$ cat config.mk
export PLATFORM = sky130hd
export DESIGN_NAME = dedup_fifo_with_remove
export DESIGN_NICKNAME = d
export VERILOG_FILES = /design/src/design/dfwr_pkg.sv /design/src/design/dfwr_ram.sv /design/src/design/dedup_fifo_with_remove.sv
export SDC_FILE = /design/constraint.sdc
export NUM_CORES = 1
export LEC_CHECK = 0
export BUFFER_PORTS_ARGS = -buffer_cell sky130_fd_sc_hd__buf_2
export CELL_PAD_IN_SITES_DETAIL_PLACEMENT = 2
export CELL_PAD_IN_SITES_GLOBAL_PLACEMENT = 2
export CORE_UTILIZATION = 45
export DETAILED_ROUTE_END_ITERATION = 10
export HOLD_SLACK_MARGIN = 0.15
export PLACE_DENSITY_LB_ADDON = 0.1
export SETUP_SLACK_MARGIN = 0.3
export SLEW_MARGIN = 20
export SYNTH_ARGS = -nofsm -noshare
export SYNTH_HDL_FRONTEND = slang
export SYNTH_SLANG_ARGS = --single-unit
$ cat constraint.sdc
create_clock -name clock -period 4.2 [get_ports clock]
set_input_delay 0.84 -clock clock [delete_from_list [all_inputs] [get_ports clock]]
set_output_delay 0.84 -clock clock [all_outputs]
set_load 0.02 [all_outputs]
$ cat src/design/dfwr_pkg.sv
// ----------------------------------------------------------------------------
// dfwr_pkg
// Shared sizes, command and status codes and address helper for the
// deduplicating queue with removal.
// ----------------------------------------------------------------------------
package dfwr_pkg;

   localparam int DEPTH    = 64;
   localparam int ID_WIDTH = 16;
   localparam int ADDR_W   = $clog2(DEPTH);
   localparam int CNT_W    = $clog2(DEPTH + 1);
   localparam int CMD_W    = 2;
   localparam int STAT_W   = 3;

   localparam int RSP_USED_W  = ID_WIDTH + STAT_W + 1 + CNT_W;
   localparam int RSP_TDATA_W = ((RSP_USED_W + 7) / 8) * 8;
   localparam int RSP_PAD_W   = RSP_TDATA_W - RSP_USED_W;

   localparam logic [CMD_W-1:0] CMD_ENQ        = 2'd0;
   localparam logic [CMD_W-1:0] CMD_ENQ_ABSENT = 2'd1;
   localparam logic [CMD_W-1:0] CMD_DEQ        = 2'd2;
   localparam logic [CMD_W-1:0] CMD_REMOVE     = 2'd3;

   localparam logic [STAT_W-1:0] ST_OK        = 3'd0;
   localparam logic [STAT_W-1:0] ST_DUP       = 3'd1;
   localparam logic [STAT_W-1:0] ST_NOT_FOUND = 3'd2;
   localparam logic [STAT_W-1:0] ST_EMPTY     = 3'd3;
   localparam logic [STAT_W-1:0] ST_FULL      = 3'd4;

   // logical queue position -> physical ring address
   function automatic logic [ADDR_W-1:0] phys_addr(input logic [ADDR_W-1:0] head,
                                                   input logic [CNT_W-1:0]  idx);
      logic [ADDR_W:0] sum;
      sum = (ADDR_W + 1)'(head) + (ADDR_W + 1)'(idx);
      if (sum >= (ADDR_W + 1)'(DEPTH)) begin
         sum = sum - (ADDR_W + 1)'(DEPTH);
      end
      return sum[ADDR_W-1:0];
   endfunction

endpackage

$ cat src/design/dfwr_ram.sv
// ----------------------------------------------------------------------------
// dfwr_ram
// Generic simple dual-port RAM: one write port, one read port, registered
// read data.
// ----------------------------------------------------------------------------
module dfwr_ram #(
   parameter int WIDTH = 16,
   parameter int DEPTH = 64
) (
   input  logic                     clock,
   input  logic                     wr_en,
   input  logic [$clog2(DEPTH)-1:0] wr_addr,
   input  logic [WIDTH-1:0]         wr_data,
   input  logic                     rd_en,
   input  logic [$clog2(DEPTH)-1:0] rd_addr,
   output logic [WIDTH-1:0]         rd_data
);

   logic [WIDTH-1:0] mem_ff [DEPTH];
   logic [WIDTH-1:0] rd_data_ff;

   always_ff @(posedge clock) begin
      if (wr_en) begin
         mem_ff[wr_addr] <= wr_data;
      end
      if (rd_en) begin
         rd_data_ff <= mem_ff[rd_addr];
      end
   end

   assign rd_data = rd_data_ff;

endmodule

$ cat src/design/dedup_fifo_with_remove.sv
// ----------------------------------------------------------------------------
// dedup_fifo_with_remove
// Bounded FIFO of identifiers with enqueue, enqueue-if-absent, dequeue and
// remove-by-value, held in a ring buffer RAM.
// ----------------------------------------------------------------------------
// Usage:
//   req_*: one request per handshake, req_tuser = command, req_tdata = id.
//   rsp_*: exactly one response per request, in order, from an output
//   register, so a new request is taken while a response still waits.
//   Enqueue-if-absent and remove scan the RAM, reading one entry per cycle;
//   removal closes up the later entries in the same pass.
//   Enqueue-if-absent stops the scan at the first match.
//   One request is in work at a time; req_tready is high only while idle.
//   Reset: queue empty, no memory clearing pass; ready the cycle after.
//   A stalled receiver holds the response; the next result waits in the core
//   until the output register frees.
// ----------------------------------------------------------------------------
module dedup_fifo_with_remove (
   input  logic                                clock,
   input  logic                                reset,
   input  logic                                req_tvalid,
   output logic                                req_tready,
   input  logic [dfwr_pkg::ID_WIDTH-1:0]       req_tdata,  // item_id
   input  logic [dfwr_pkg::CMD_W-1:0]          req_tuser,  // cmd
   output logic                                rsp_tvalid,
   input  logic                                rsp_tready,
   // item_out, status, is_empty, entry_count, zero pad
   output logic [dfwr_pkg::RSP_TDATA_W-1:0]    rsp_tdata
);

   localparam logic [1:0] S_IDLE = 2'd0;
   localparam logic [1:0] S_SCAN = 2'd1;
   localparam logic [1:0] S_DEQ  = 2'd2;
   localparam logic [1:0] S_DONE = 2'd3;

   localparam int AW = dfwr_pkg::ADDR_W;
   localparam int CW = dfwr_pkg::CNT_W;
   localparam int IW = dfwr_pkg::ID_WIDTH;
   localparam int SW = dfwr_pkg::STAT_W;

   logic [1:0]                  state_ff, state_in;
   logic [dfwr_pkg::CMD_W-1:0]  cmd_ff, cmd_in;
   logic [IW-1:0]               id_ff, id_in;
   logic [AW-1:0]               head_ff, head_in;
   logic [CW-1:0]               count_ff, count_in;
   logic [CW-1:0]               rd_idx_ff, rd_idx_in;
   logic [CW-1:0]               ridx_ff, ridx_in;
   logic                        rvalid_ff, rvalid_in;
   logic                        found_ff, found_in;
   logic [IW-1:0]               res_item_ff, res_item_in;
   logic [SW-1:0]               res_status_ff, res_status_in;
   logic                        rsp_valid_ff, rsp_valid_in;
   logic [IW-1:0]               rsp_item_ff, rsp_item_in;
   logic [SW-1:0]               rsp_status_ff, rsp_status_in;
   logic                        rsp_empty_ff, rsp_empty_in;
   logic [CW-1:0]               rsp_count_ff, rsp_count_in;

   logic          ram_we, ram_re;
   logic [AW-1:0] ram_waddr, ram_raddr;
   logic [IW-1:0] ram_wdata, ram_rdata;

   logic req_fire, full, stop, scan_end;

   dfwr_ram #(
      .WIDTH (IW),
      .DEPTH (dfwr_pkg::DEPTH)
   ) u_store (
      .clock   (clock),
      .wr_en   (ram_we),
      .wr_addr (ram_waddr),
      .wr_data (ram_wdata),
      .rd_en   (ram_re),
      .rd_addr (ram_raddr),
      .rd_data (ram_rdata)
   );

   assign req_tready = (state_ff == S_IDLE);
   assign req_fire   = req_tvalid && req_tready;
   assign full       = (count_ff == CW'(dfwr_pkg::DEPTH));
   assign stop       = (cmd_ff == dfwr_pkg::CMD_ENQ_ABSENT) && found_ff;
   assign scan_end   = stop || ((rd_idx_ff == count_ff) && !rvalid_ff);

   always_comb begin
      state_in      = state_ff;
      cmd_in        = cmd_ff;
      id_in         = id_ff;
      head_in       = head_ff;
      count_in      = count_ff;
      rd_idx_in     = rd_idx_ff;
      ridx_in       = ridx_ff;
      rvalid_in     = 1'b0;
      found_in      = found_ff;
      res_item_in   = res_item_ff;
      res_status_in = res_status_ff;
      rsp_valid_in  = rsp_valid_ff && !rsp_tready;
      rsp_item_in   = rsp_item_ff;
      rsp_status_in = rsp_status_ff;
      rsp_empty_in  = rsp_empty_ff;
      rsp_count_in  = rsp_count_ff;
      ram_we        = 1'b0;
      ram_waddr     = '0;
      ram_wdata     = '0;
      ram_re        = 1'b0;
      ram_raddr     = '0;

      unique case (state_ff)
         S_IDLE: begin
            if (req_fire) begin
               cmd_in        = req_tuser;
               id_in         = req_tdata;
               found_in      = 1'b0;
               rd_idx_in     = '0;
               res_item_in   = '0;
               res_status_in = dfwr_pkg::ST_OK;
               state_in      = S_DONE;
               if (req_tuser == dfwr_pkg::CMD_ENQ) begin
                  if (full) begin
                     res_status_in = dfwr_pkg::ST_FULL;
                  end else begin
                     ram_we    = 1'b1;
                     ram_waddr = dfwr_pkg::phys_addr(head_ff, count_ff);
                     ram_wdata = req_tdata;
                     count_in  = count_ff + CW'(1);
                  end
               end else if (req_tuser == dfwr_pkg::CMD_DEQ) begin
                  if (count_ff == '0) begin
                     res_status_in = dfwr_pkg::ST_EMPTY;
                  end else begin
                     ram_re    = 1'b1;
                     ram_raddr = head_ff;
                     state_in  = S_DEQ;
                  end
               end else if (count_ff != '0) begin
                  state_in = S_SCAN;
               end else if (req_tuser == dfwr_pkg::CMD_REMOVE) begin
                  res_status_in = dfwr_pkg::ST_NOT_FOUND;
               end else begin
                  ram_we    = 1'b1;
                  ram_waddr = dfwr_pkg::phys_addr(head_ff, count_ff);
                  ram_wdata = req_tdata;
                  count_in  = count_ff + CW'(1);
               end
            end
         end
         S_DEQ: begin
            res_item_in = ram_rdata;
            head_in     = (head_ff == AW'(dfwr_pkg::DEPTH - 1)) ? '0 : head_ff + AW'(1);
            count_in    = count_ff - CW'(1);
            state_in    = S_DONE;
         end
         S_SCAN: begin
            if (scan_end) begin
               state_in = S_DONE;
               if (cmd_ff == dfwr_pkg::CMD_REMOVE) begin
                  if (found_ff) begin
                     count_in = count_ff - CW'(1);
                  end else begin
                     res_status_in = dfwr_pkg::ST_NOT_FOUND;
                  end
               end else if (found_ff) begin
                  res_status_in = dfwr_pkg::ST_DUP;
               end else if (full) begin
                  res_status_in = dfwr_pkg::ST_FULL;
               end else begin
                  ram_we    = 1'b1;
                  ram_waddr = dfwr_pkg::phys_addr(head_ff, count_ff);
                  ram_wdata = id_ff;
                  count_in  = count_ff + CW'(1);
               end
            end else begin
               if (rd_idx_ff != count_ff) begin
                  ram_re    = 1'b1;
                  ram_raddr = dfwr_pkg::phys_addr(head_ff, rd_idx_ff);
                  rd_idx_in = rd_idx_ff + CW'(1);
                  rvalid_in = 1'b1;
                  ridx_in   = rd_idx_ff;
               end
               if (rvalid_ff) begin
                  if (found_ff) begin
                     // close up: entry k moves to k-1
                     ram_we    = 1'b1;
                     ram_waddr = dfwr_pkg::phys_addr(head_ff, ridx_ff - CW'(1));
                     ram_wdata = ram_rdata;
                  end else if (ram_rdata == id_ff) begin
                     found_in = 1'b1;
                  end
               end
            end
         end
         S_DONE: begin
            if (!rsp_valid_ff || rsp_tready) begin
               rsp_valid_in  = 1'b1;
               rsp_item_in   = res_item_ff;
               rsp_status_in = res_status_ff;
               rsp_empty_in  = (count_ff == '0);
               rsp_count_in  = count_ff;
               state_in      = S_IDLE;
            end
         end
         default: begin
            state_in = S_IDLE;
         end
      endcase
   end

   always_ff @(posedge clock) begin
      if (reset) begin
         state_ff     <= S_IDLE;
         head_ff      <= '0;
         count_ff     <= '0;
         rvalid_ff    <= 1'b0;
         found_ff     <= 1'b0;
         rd_idx_ff    <= '0;
         rsp_valid_ff <= 1'b0;
      end else begin
         state_ff     <= state_in;
         head_ff      <= head_in;
         count_ff     <= count_in;
         rvalid_ff    <= rvalid_in;
         found_ff     <= found_in;
         rd_idx_ff    <= rd_idx_in;
         rsp_valid_ff <= rsp_valid_in;
      end
   end

   always_ff @(posedge clock) begin
      cmd_ff        <= cmd_in;
      id_ff         <= id_in;
      ridx_ff       <= ridx_in;
      res_item_ff   <= res_item_in;
      res_status_ff <= res_status_in;
      rsp_item_ff   <= rsp_item_in;
      rsp_status_ff <= rsp_status_in;
      rsp_empty_ff  <= rsp_empty_in;
      rsp_count_ff  <= rsp_count_in;
   end

   assign rsp_tvalid = rsp_valid_ff;
   assign rsp_tdata  = {{dfwr_pkg::RSP_PAD_W{1'b0}}, rsp_count_ff, rsp_empty_ff,
                        rsp_status_ff, rsp_item_ff};

   a_count_bound: assert property (@(posedge clock) disable iff (reset)
      count_ff <= CW'(dfwr_pkg::DEPTH))
      else $error("occupancy above depth");

   a_idle_no_read: assert property (@(posedge clock) disable iff (reset)
      state_ff == S_IDLE |-> !rvalid_ff)
      else $error("scan read still in flight while idle");

   a_no_rw_collide: assert property (@(posedge clock) disable iff (reset)
      ram_we && ram_re |-> ram_waddr != ram_raddr)
      else $error("read and write hit the same entry");

   a_deq_count: assert property (@(posedge clock) disable iff (reset)
      state_ff == S_DEQ |=> count_ff == $past(count_ff) - CW'(1))
      else $error("dequeue did not decrement occupancy");

   a_done_next: assert property (@(posedge clock) disable iff (reset)
      state_ff == S_DONE && !rsp_valid_ff |=> rsp_valid_ff && state_ff == S_IDLE)
      else $error("finished result not loaded into output register");

endmodule
* Yosys cells after proc, flatten, opt, wreduce, memory -nomap -nowiden
Memories as Yosys holds them, arrays and structs flattened. A register that Yosys moved wholly into a read port is not among the register bits.
Cells that the tools add are included.
** Word-level totals
- Register bits after elaboration :: 96
- RAM bits :: 1024
- Bits of input ports :: 22
- Output and inout bits :: 34
- Logic and storage cells :: 187
- Memories :: 1
** Cells by class
- Add/sub/neg operators :: 11
- $lt $le $gt $ge :: 3
- Equal/unequal tests :: 25
- Mux-type cells :: 103
- Bitwise gates (word level) :: 2
- Reduce and logical (&&, ||, !) cells :: 26
** Memories
- u_store.mem_ff :: depth 64, width 16, rd ports 1, clocked after Yosys merged registers in 1, wr ports 1, line dfwr_ram.sv:19 : logic [WIDTH-1:0] mem_ff [DEPTH];
** Operators with widths (number)
- 2-to-1 mux 16 bit :: 13
- 2-to-1 mux 6 bit :: 21
- 2-to-1 mux 7 bit :: 13
- case mux 16 bit (2 select lines) :: 2
- 2-to-1 mux 1 bit :: 27
- 2-to-1 mux 3 bit :: 9
- case mux 6 bit (2 select lines) :: 2
- adder 6 x 7 -> 7 bit :: 3
- greater-or-equal comparator 7 bit (second input constant) :: 3
- case mux 7 bit (3 select lines) :: 1
- 2-to-1 mux 2 bit :: 9
- != test 3 bit (second input constant) :: 6
- subtractor 6 x 1 -> 6 bit (second input constant) :: 3
- == test 16 bit :: 1
- adder 7 x 1 -> 7 bit (second input constant) :: 2
- case mux 7 bit (2 select lines) :: 1
- subtractor 7 x 1 -> 7 bit (second input constant) :: 2
- == test 2 bit (second input constant) :: 5
- != test 2 bit (second input constant) :: 5
- case mux 2 bit (4 select lines) :: 1
- AND reduction 4 bit :: 2
- AND reduction 8 bit :: 1
- == test 7 bit :: 1
- == test 7 bit (second input constant) :: 1
- 21 further kinds :: 36

* Logic depth before layout (Yosys ltp)
- Depth after elaboration :: 9
- Mapped depth :: 15
- Mapped depth without buffers :: 13

* Hierarchy
From an unflattened synthesis, not the netlist that was laid out.
** Unflattened totals
- Cells, all modules :: 2320
- Area total of the unflattened synthesis :: 45524.9 sq um
** By module, submodules not included
- dfwr_ram :: times used 1, cells an instance 1820, area each 40138.5 sq um, seq. area each 31230.0 sq um
- dedup_fifo_with_remove :: times used 1, cells an instance 500, area each 5386.4 sq um, seq. area each 2602.5 sq um

* Least setup slack after synthesis
Ideal clock, no wire load.
- Path kind :: register to register
- Start :: register head_ff[1]
- End :: memory u_store.mem_ff[47][10] (enable)
- Library setup time :: 389 ps
- Arrival time :: 3360 ps
- Data required time :: 3811 ps
- Slack :: 452 ps
- Cell stages (with the launch flop) :: 14
- Buffers on the path :: 0
- Cell sequence :: dfxtp_1 > inv_1 > ha_1 > inv_1 > ha_1 > inv_1 > fa_1 > inv_1 > a21o_1 > a21oi_1 > xnor2_1 > o21ai_0 > nand2_2 > nor2_1
** On the way
- Word-level cells in the longest chain between the ends :: 9
- Elaborated cells between the ends (all ways) :: 20
- Classes of those cells :: add/sub (4); order compare (2); mux (14)
** Ends and longest elaborated chain
- start: declaration :: line dedup_fifo_with_remove.sv:44 : logic [AW-1:0] head_ff, head_in;
- start signal: assignment :: line dedup_fifo_with_remove.sv:217 : head_ff <= head_in;
- adder 6 x 7 -> 7 bit :: line dfwr_pkg.sv:34 : sum = (ADDR_W + 1)'(head) + (ADDR_W + 1)'(idx);
- subtractor 6 x 1 -> 6 bit or greater-or-equal comparator 7 bit (tied branches) :: line dfwr_pkg.sv:36, dfwr_pkg.sv:35
- 2-to-1 mux 6 bit :: line dfwr_pkg.sv:35 : if (sum >= (ADDR_W + 1)'(DEPTH)) begin
- 2-to-1 mux 6 bit :: line dedup_fifo_with_remove.sv:135 : end else if (req_tuser == dfwr_pkg::CMD_REMOVE) begin
- 2-to-1 mux 6 bit :: line dedup_fifo_with_remove.sv:133 : end else if (count_ff != '0) begin
- 2-to-1 mux 6 bit :: line dedup_fifo_with_remove.sv:125 : end else if (req_tuser == dfwr_pkg::CMD_DEQ) begin
- 2-to-1 mux 6 bit :: line dedup_fifo_with_remove.sv:116 : if (req_tuser == dfwr_pkg::CMD_ENQ) begin
- 2-to-1 mux 6 bit :: line dedup_fifo_with_remove.sv:108 : if (req_fire) begin
- case mux 6 bit (2 select lines) (*) :: line dedup_fifo_with_remove.sv:106 : unique case (state_ff)
- end: declaration :: line dfwr_ram.sv:19
Every way passes the cells marked *; elsewhere a longest branch is shown, timed or not.

* Worst setup path in the final report
- Start :: register count_ff[0]
- End :: register u_store.rd_data_ff[3] (netlist: u_store.rd_data[3]), read port of u_store.mem_ff, data pin
** On the way
- Word-level cells in the longest chain between the ends :: 6
- Elaborated cells between the ends (all ways) :: 19
- Classes of those cells :: eq/ne (2); mux (14); reduce/logical (3)
** Ends and longest elaborated chain
- start: declaration :: line dedup_fifo_with_remove.sv:45 : logic [CW-1:0] count_ff, count_in;
- start signal: assignment :: line dedup_fifo_with_remove.sv:218 : count_ff <= count_in;
- zero test 7 bit :: line dedup_fifo_with_remove.sv:126 : if (count_ff == '0) begin
- 2-to-1 mux 6 bit or 2-to-1 mux 1 bit (tied branches) :: line dedup_fifo_with_remove.sv:126
- 2-to-1 mux 6 bit or 2-to-1 mux 1 bit (tied branches) :: line dedup_fifo_with_remove.sv:125
- 2-to-1 mux 6 bit or 2-to-1 mux 1 bit (tied branches) :: line dedup_fifo_with_remove.sv:116
- 2-to-1 mux 6 bit or 2-to-1 mux 1 bit (tied branches) :: line dedup_fifo_with_remove.sv:108
- case mux 6 bit (2 select lines) or case mux 1 bit (2 select lines) (tied branches) :: line dedup_fifo_with_remove.sv:106
- end: declaration :: line dfwr_ram.sv:20 : logic [WIDTH-1:0] rd_data_ff;
Several ways; a longest one is shown, not always the timed one.
A chain may end at the register's enable or synchronous reset.

==> out/results.txt <==
Hold Crit Depth = 1
unrepaired setup endpoints after global routing = true
GRT Residual Overflow = 0
Worst Reg-to-Reg Cells = 14
Routability Congestion = 0.894
Finished Core Util = 54.0%
largest net degree at the start of global routing = 71
antenna violations before repair = 15
Rows = 116
H-tree Lvls = 3
width of the chip = 321 um
FF/Latch Area = 33800 um2
Worst Path Required = 4.71 ns
clock-pin slew on the worst setup and hold paths = 0.06 ns
clk_lat worst skew = 0.75 ns
R2R Path Start = count_ff[0]
Syn Area/Cell = 13.3 um2
Hold Crit Class = in2reg
most frequent cells in the layout = edfxtp_1 (1110), nand2_1 (866), nand3_1 (336), buf_4 (214), a21oi_1 (149)
CTS tree = yes
All-Layer GR Usage = 35.2%
clk sinks = 1135
vias in the first global route = 35732
flops & latches, synth = 1135
Core Area = 100000 um2
Residual DRC = 0
IO buf count = 50
Final min period = 3.87 ns
Synth Flop Type = edfxtp_1
Starting Density = 45.5%
hold_sp = req_tdata[5]
status = finished clean
Ports = 56
Crit. End Element = register
dpl hpwl = 110 mm
Via density = 6.29
critical path peak fanout = 67
nets = 3776
Final ANT Viol Nets = 0
Fillers = 9270
Setup WS pre-CTS = -0.239 ns
worst rel slew slack = 32.0%
commonest non-fill, non-tap cell in the layout = edfxtp_1
1st-iter DRT viols = 3187
Synth area leaders = edfxtp_1 (73%), nand2_1 (7.2%), nand3_1 (3.7%)
Area Growth Syn to Fin = 18.6%
post-synth top area cell = edfxtp_1
CTS Buffer Depth = 3
fmax = 259 MHz
Max VDD drop = 0.560 mV
ratio of cells with drive above 1 in the final layout = 15.3%
final wirelength = 182 mm
final period utilization = 92.0%
Ys Warns = 0
global-route wire length before repair = 259 mm
CP Launch Type = register
max-cap violations = 0
number of synthesized flops with an enable pin = 1110
setup TNS = 0 ns
TritonRoute pass-1 iters = 7
slew of the pin with the lowest slew margin = 1.02 ns
Synth Cell Area = 45700 um2
Crit Path Class = reg2reg
fin worst setup slack = 0.334 ns
number of buffers created by CTS = 119
Unique masters post-synth = 69
P per Cell Area = 573 nW/um2
Final Hold Fails = 0
Worst R2R End = u_store.rd_data[3]
crit path DAT = 4.37 ns
Avg WL per Cell = 35.1 um
sequential area share after synthesis = 74.0%
flop2flop setup slack = 0.33 ns
routed vias = 32604
DIE HEIGHT = 321 um
Mapped Cells = 3450
Leak = 19.0 nW
clk_skew = 0.0367 ns
Final Max Tran Viols = 0
Async SR Flop Fraction = 0%
die area = 103000 um2
post-synth top area share = 72.9%
footprint of the multi-input gates = 11100 um2
root buffer cell = clkbuf_16
final setup vio count = 0
Hold EP = id_ff[5]
[metrics by stage]
step	power (W)	instance area [um2]	hold slack, ns	cells
2_1_floorplan	0.0171	45700	0.400	3454
3_3_place_gp	0.0200	50200	0.404	4940
3_5_place_dp	0.0204	50200	0.407	4940
4_1_cts	0.0310	54000	0.271	5166
5_1_grt	0.0317	54200	0.290	5180
6_report	0.0310	54200	0.310	5181
[sequential cells by signal, indices dropped and copies added (netlist names), 2 cells and up]
register	flops
head_ff	6
u_store.rd_data	16
rd_idx_ff	7
id_ff	16
u_store.mem_ff	1024
res_item_ff	16
rsp_status_ff	3
count_ff	7
ridx_ff	6
state_ff	2
res_status_ff	3
rsp_count_ff	7
rsp_item_ff	16
cmd_ff	2
[critical path: stages (launching register included)]
cell and delay (ns):
dfxtp_1 0.37, inv_1 0.08, ha_1 0.26, nor4b_1 0.16, buf_4 0.16, a211oi_4 0.41
nand2_4 0.17, and2_4 0.28, buf_16 0.22, buf_4 0.30, a21oi_1 0.23, nand2_1 0.10
a32oi_1 0.30, nand3_2 0.21, and4_1 0.26
[how the worst max path moves through the flow]
stage / startpoint / end / slack [ns] / cells past startpoint
2_1_floorplan: head_ff[1] / u_store.mem_ff[47][10] / 0.45 / 13
3_3_place_gp: req_tuser[0] / u_store.rd_data[3] / -0.008 / 12
3_5_place_dp: req_tuser[0] / u_store.rd_data[3] / -0.24 / 12
4_1_cts: count_ff[4] / u_store.mem_ff[6][8] / 0.21 / 11
5_1_grt: rd_idx_ff[0] / u_store.rd_data[10] / 0.28 / 13
6_report: count_ff[0] / u_store.rd_data[3] / 0.33 / 14
[cell families after synthesis]
kind of cell	after synthesis	share of synthesized area, %
buffers and inverters	263	2.26
adder cells (fa/ha/maj)	31	0.898
other	1	0.00820
AO/OA/AOI/OAI	432	6.40
flip-flops	1135	74.0
multiplexers	70	1.53
XOR/XNOR	49	0.939
AND/OR/NAND/NOR	1469	14.0
[timing repair]
item | in CTS | in global routing
pin swaps | 5 | 6
setup buffers | 5 | 11
resized for setup | 14 | 23
cloned | 1 | 2
hold buffers | 0 | 0
setup endpoints to repair | 673 | 794
[synth_stat cells, types with 8 or more instances]
cell type / number
and4_1: 18
xnor2_1: 29
a31oi_1: 65
a21oi_1: 149
edfxtp_1: 1110
clkbuf_1: 175
buf_1: 20
nand4_1: 72
a32oi_1: 64
nor2_1: 100
inv_1: 50
ha_1: 28
buf_2: 11
dfxtp_1: 25
a21o_1: 8
nand2_1: 874
a222oi_1: 16
and2_1: 24
mux2i_1: 70
a22oi_1: 67
xor2_1: 20
o21ai_0: 16
nand3_1: 342
[cell type report]
type	instances	area share (%)
Multi-Input combinational cell	2058	20.4
Clock inverter	63	1.07
Antenna cell	2	0.00923
Timing Repair Buffer	359	6.87
Clock buffer	157	5.76
Sequential cell	1135	62.4
Inverter	50	0.346
Tap cell	1357	3.13
[metal layers]
metal	vias to the layer above	track usage (%)	wire length, um
met3	468	5.71	11900
met5	-	0	85
li1	13350	-	-
met2	1457	60.2	89700
met1	17317	42.6	69100
met4	12	19.3	10900
[power breakdown]
part | internal (W) | switching (W)
combinational | 0.00162 | 0.00452
clock | 0.00582 | 0.00471
sequential | 0.0140 | 0.000393
Note: power is estimated with default switching activity, not from simulation.
